### src/hdl/tpe_pkg.sv
// Package for the tag tracking block: payload structs, operation codes,
// queue entry and controller state types. No dependencies.
package tpe_pkg;

  localparam int ADDR_BITS_DEF = 16;
  localparam int TAG_BITS_DEF  = 31;
  localparam int REG_COUNT_DEF = 16;
  localparam int KIND_W        = 5;
  localparam int FIELD_ADDR_W  = 16;
  localparam int FIELD_REG_W   = 4;
  localparam int FIELD_TAG_W   = 31;
  localparam int SIZE_W        = 2;
  localparam int STATUS_W      = 2;

  typedef enum logic [KIND_W-1:0] {
    K_MEM_ADD = 5'd0,  K_MEM_SET = 5'd1,  K_MEM_CLR = 5'd2,
    K_BLK_ADD = 5'd3,  K_BLK_CLR = 5'd4,  K_REG_ADD = 5'd5,
    K_REG_SET = 5'd6,  K_REG_CLR = 5'd7,  K_MEM_RD  = 5'd8,
    K_REG_RD  = 5'd9,  K_MM_ADD  = 5'd10, K_MM_SET  = 5'd11,
    K_MR_ADD  = 5'd12, K_MR_SET  = 5'd13, K_RM_ADD  = 5'd14,
    K_RM_SET  = 5'd15, K_RR_ADD  = 5'd16, K_RR_SET  = 5'd17
  } kind_t;

  localparam logic [STATUS_W-1:0] ST_NONE    = 2'd0;
  localparam logic [STATUS_W-1:0] ST_HIT     = 2'd1;
  localparam logic [STATUS_W-1:0] ST_ZEROTAG = 2'd2;
  localparam logic [STATUS_W-1:0] ST_BADBLK  = 2'd3;

  typedef struct packed {
    logic [KIND_W-1:0]       kind;
    logic [FIELD_ADDR_W-1:0] address;
    logic [FIELD_ADDR_W-1:0] second_address;
    logic [FIELD_REG_W-1:0]  dest_reg;
    logic [FIELD_REG_W-1:0]  src_reg;
    logic [FIELD_TAG_W-1:0]  tag;
    logic [SIZE_W-1:0]       access_size;
  } in_item_t;

  typedef struct packed {
    logic [STATUS_W-1:0]    status;
    logic [FIELD_TAG_W-1:0] tag_value;
  } out_item_t;

  // classified operation handed from front to back
  typedef enum logic [3:0] {
    OP_NOP, OP_DONE, OP_MEM_WR, OP_BLK, OP_REG_WR, OP_MEM_RD, OP_REG_RD,
    OP_MM, OP_MR, OP_RM, OP_RR
  } op_t;

  typedef struct packed {
    op_t                     op;
    logic                    do_or;   // add (OR) versus set
    logic                    clr;     // clear variant
    logic [STATUS_W-1:0]     status;  // for OP_DONE
    logic [FIELD_ADDR_W-1:0] a;
    logic [FIELD_ADDR_W-1:0] b;
    logic [FIELD_REG_W-1:0]  rd;
    logic [FIELD_REG_W-1:0]  rs;
    logic [FIELD_TAG_W-1:0]  tag;
    logic [2:0]              nbytes;
  } cmd_t;

  typedef enum logic [2:0] {
    S_CLEAR, S_IDLE, S_RD, S_WAIT, S_WR, S_BLK, S_DONE
  } exec_state_t;

endpackage

### src/hdl/tpe_front.sv
// Front end: accepts items, masks fields and classifies them into commands.
// Depends on tpe_pkg.
module tpe_front import tpe_pkg::*; #(
  parameter int ADDR_BITS = ADDR_BITS_DEF,
  parameter int TAG_BITS  = TAG_BITS_DEF
) (
  input  in_item_t item,
  output cmd_t     cmd
);
  logic [FIELD_TAG_W-1:0]  tagm;
  logic                    tz;
  logic [FIELD_ADDR_W-1:0] am, bm;

  always_comb begin
    tagm = item.tag & FIELD_TAG_W'((64'd1 << TAG_BITS) - 64'd1);
    tz   = (tagm == '0);
    // block bounds compare within the address space
    am   = item.address & FIELD_ADDR_W'((64'd1 << ADDR_BITS) - 64'd1);
    bm   = item.second_address & FIELD_ADDR_W'((64'd1 << ADDR_BITS) - 64'd1);
    cmd = '0;
    cmd.a = item.address;
    cmd.b = item.second_address;
    cmd.rd = item.dest_reg;
    cmd.rs = item.src_reg;
    cmd.tag = tagm;
    cmd.nbytes = (item.access_size == 2'd0) ? 3'd1 :
                 (item.access_size == 2'd1) ? 3'd2 : 3'd4;
    cmd.op = OP_NOP;
    unique case (item.kind)
      K_MEM_ADD, K_MEM_SET: begin
        cmd.op = tz ? OP_DONE : OP_MEM_WR;
        cmd.status = ST_ZEROTAG;
        cmd.do_or = (item.kind == K_MEM_ADD);
      end
      K_MEM_CLR: begin
        cmd.op = OP_MEM_WR;
        cmd.clr = 1'b1;
      end
      K_BLK_ADD, K_BLK_CLR: begin
        cmd.clr = (item.kind == K_BLK_CLR);
        if (!cmd.clr && tz) begin
          cmd.op = OP_DONE; cmd.status = ST_ZEROTAG;
        end else if (bm < am) begin
          cmd.op = OP_DONE; cmd.status = ST_BADBLK;
        end else begin
          cmd.op = OP_BLK;
        end
      end
      K_REG_ADD, K_REG_SET: begin
        cmd.op = tz ? OP_DONE : OP_REG_WR;
        cmd.status = tz ? ST_ZEROTAG : ST_NONE;
        cmd.do_or = (item.kind == K_REG_ADD);
      end
      K_REG_CLR: begin
        cmd.op = OP_REG_WR;
        cmd.clr = 1'b1;
      end
      K_MEM_RD: cmd.op = OP_MEM_RD;
      K_REG_RD: cmd.op = OP_REG_RD;
      K_MM_ADD, K_MM_SET: begin
        cmd.op = OP_MM; cmd.do_or = (item.kind == K_MM_ADD);
      end
      K_MR_ADD, K_MR_SET: begin
        cmd.op = OP_MR; cmd.do_or = (item.kind == K_MR_ADD);
      end
      K_RM_ADD, K_RM_SET: begin
        cmd.op = OP_RM; cmd.do_or = (item.kind == K_RM_ADD);
      end
      K_RR_ADD, K_RR_SET: begin
        cmd.op = OP_RR; cmd.do_or = (item.kind == K_RR_ADD);
      end
      default: cmd.op = OP_NOP;
    endcase
  end
endmodule

### config.mk
export PLATFORM = sky130hd
export DESIGN_NAME = tpe_front
export DESIGN_NICKNAME = d
export VERILOG_FILES = /design/src/hdl/tpe_pkg.sv /design/src/hdl/tpe_front.sv
export SDC_FILE = /design/constraint.sdc
export NUM_CORES = 1
export LEC_CHECK = 0
export ABC_AREA = 1
export BUFFER_PORTS_ARGS = -buffer_cell sky130_fd_sc_hd__buf_2
export CAP_MARGIN = 0
export CORE_ASPECT_RATIO = 0.8
export CORE_MARGIN = 2
export CORE_UTILIZATION = 25
export DETAILED_ROUTE_END_ITERATION = 8
export PLACE_DENSITY = 0.63
export SYNTH_ARGS = -nofsm -noshare
export SYNTH_HDL_FRONTEND = slang
export SYNTH_SLANG_ARGS = --single-unit
### constraint.sdc
create_clock -name vclk -period 1.1
set_input_delay 0.055 -clock vclk [all_inputs]
set_output_delay 0.055 -clock vclk [all_outputs]
set_load 0.01 [all_outputs]
==> summary.txt <==
Pwr
  • Comb pwr share: 100.0%
  • Int Pwr: 0.393 mW
  • Flop pwr share: 0%
  • Lkg Pwr: 1.15 nW
  • Maximum VDD drop: 0.000171 V
  • Net Sw Frac: 49.0%
  • Clock network fraction of total power: 0%
  • Power Dens Cells: 385 nW/um^2
  • Sw Pwr: 0.378 mW

Timing
  • RSZ-0062 raised after global routing: yes
  • Final WS setup: -175 ps
  • Fin crit share: 116%
  • Min Tclk post-route: 1280 ps
  • Rel. slew slack: 82.0%
  • Fmax: 784 MHz
  • Count of final setup violators: 4
  • Fin. max-slew vios: 0
  • Tightest Pin Transition: 269 ps
  • Final Hold Viols: 0

Floorplan
  • Die area: 5810 sq um
  • Initial Utilization: 26.0%
  • Core area: 5010 sq um
  • Rows: 23
  • # IOs: 160
  • Die width: 84.7 um
  • Chip height: 68.6 um

Cells and area
  • Area delta synth->final: 53.7%
  • FF+latch count: 0
  • Reg area: 0 sq um
  • Most frequent cells in the layout: buf_2, nand2_1, inv_1
  • Clk_buf instances: 0
  • Multi-input gate area: 860 sq um
  • Layout cells sized above 1: 69.1%
  • ANT cells: 0
  • Nets: 396
  • Final Non-Filler Cells: 363
  • Fillers: 545
  • Most common cell after layout, fill and taps aside: buf_2

Yosys
  • Mean post-synth cell area: 6.06 sq um
  • Synthesis Warnings: 0
  • Syn Inst Count: 215
  • Synth cell types: 23
  • Synth top area cells: buf_4, ha_1, nand2_1
  • Post-Synthesis Net Count: 308
  • Mapped cell area: 1300 sq um
  • Sequential share of the synthesized area: 0%
  • Leading area contributor after synthesis: buf_4
  • Synth top area share: 40.9%

Routing
  • Post-route ant nets: 0
  • Drt wl/cell: 10.2 um
  • Drt first pass iters: 4
  • Vias per inst: 4.24
  • Drt total wl: 3.72 mm
  • Vias: 1540
  • DRT iter0 DRCs: 33
  • # DRC: 0

Critical path
  • Worst path required time: 1040 ps
  • Critical path origin: item[72]
  • Crit Path Class: in -> out
  • Critical path endpoint category: output port
  • Worst-path fanout max: 3
  • Critical Path Start Type: input pin
  • Worst Path Arrival: 1220 ps

Global routing
  • Largest net degree at the start of global routing: 9
  • GRT Total Usage: 11.0%
  • Initial antenna violation count: 0
  • First-pass GRT wire length: 5.41 mm
  • Total gr overflow: 0
  • Vias in the first global route: 1325

Place
  • RePlAce Congestion: 0.710
  • Detail Placement HPWL: 3.08 mm
  • Dpl cells: 363
  • Pre-CTS WS: -256 ps
  • PortBufs: 144

Worst hold path
  • HP Class: in -> out
  • Hold EP: cmd[34]
  • Min-delay src: item[33]
  • Hold Path Stages: 0

Clocking
  • CTS Hold Bufs: 0
  • Post-CTS setup buffers: 0

Run status
  • Failing checks: negative setup slack
  • Status: complete, but fails checks

Run
  • Max Cap Viol: 0
## per-layer routing
layer | routed length, um | up-vias | share of wire, % | GRT usage, %
met4 | 2 | 0 | 0.054 | 0.198
met1 | 1350 | 677 | 36 | 12.9
met5 | 0 | - | 0 | 0
met3 | 283 | 2 | 7.6 | 0.238
met2 | 2080 | 80 | 56 | 24.0
li1 | - | 781 | - | -
## how the worst max path moves through the flow
| stage | endpoint | slack [ps] | depth (start not counted) |
|---|---|---|---|
| after floorplan | cmd[75] | 50 | 11 |
| after global placement | cmd[75] | -250 | 13 |
| after detailed placement | cmd[75] | -260 | 13 |
| after CTS | cmd[75] | -180 | 13 |
| after global routing | cmd[79] | -310 | 12 |
| final | cmd[75] | -180 | 13 |
## logic make-up after synthesis
kind of cell	count (synthesis)	synth area share (%)
AO/OA/AOI/OAI	18	7.88
AND/OR/NAND/NOR	79	27.0
buffers and inverters	103	50.7
adder cells (fa/ha/maj)	15	14.4
## power by group through the flow
stage	logic (mW)	clock network [mW]	registers, mW
after global routing	0.863	0	0
final	0.772	0	0
after floorplan	0.453	0	0
after detailed placement	0.621	0	0
after global placement	0.618	0	0
after CTS	0.705	0	0
## Yosys cell counts, types with 3 or more instances
master    n
buf_4    71
nand2_1  32
inv_1    29
nor2_1   26
ha_1     15
a21oi_1   9
nand3_1   9
o21ai_0   5
nand4_1   3
nor3_1    3
## through the flow
stage	setup TNS [ps]	cell area, sq um	util (%)	power, mW	hold WS, ps
floorplan	0	1300	-	0.453	153
global placement	-792	1670	33.3	0.618	110
detailed placement	-780	1670	33.3	0.621	110
CTS	-461	1860	37.1	0.705	110
global route	-990	2000	40.0	0.863	110
finish	-441	2000	40.0	0.772	110
## cell type report
type | count | area share, %
repair buffers | 159 | 47.4
well taps | 62 | 3.88
inverters | 30 | 5.75
multi-input cells | 112 | 42.9
## worst max-delay path: stages
cell	delay, ps
buf_6	80
inv_4	30
ha_4	260
nand2_2	50
inv_2	50
nand3_2	70
nor3_2	200
nand2_1	80
nand2_2	80
nand2_2	40
nand2_1	50
nand2_1	40
buf_2	130
## what timing repair did
action	CTS	global route
setup endpoints to repair	5	6
gates resized for setup	37	33
pin swaps	20	19
Note: power is estimated with default switching activity, not from simulation.
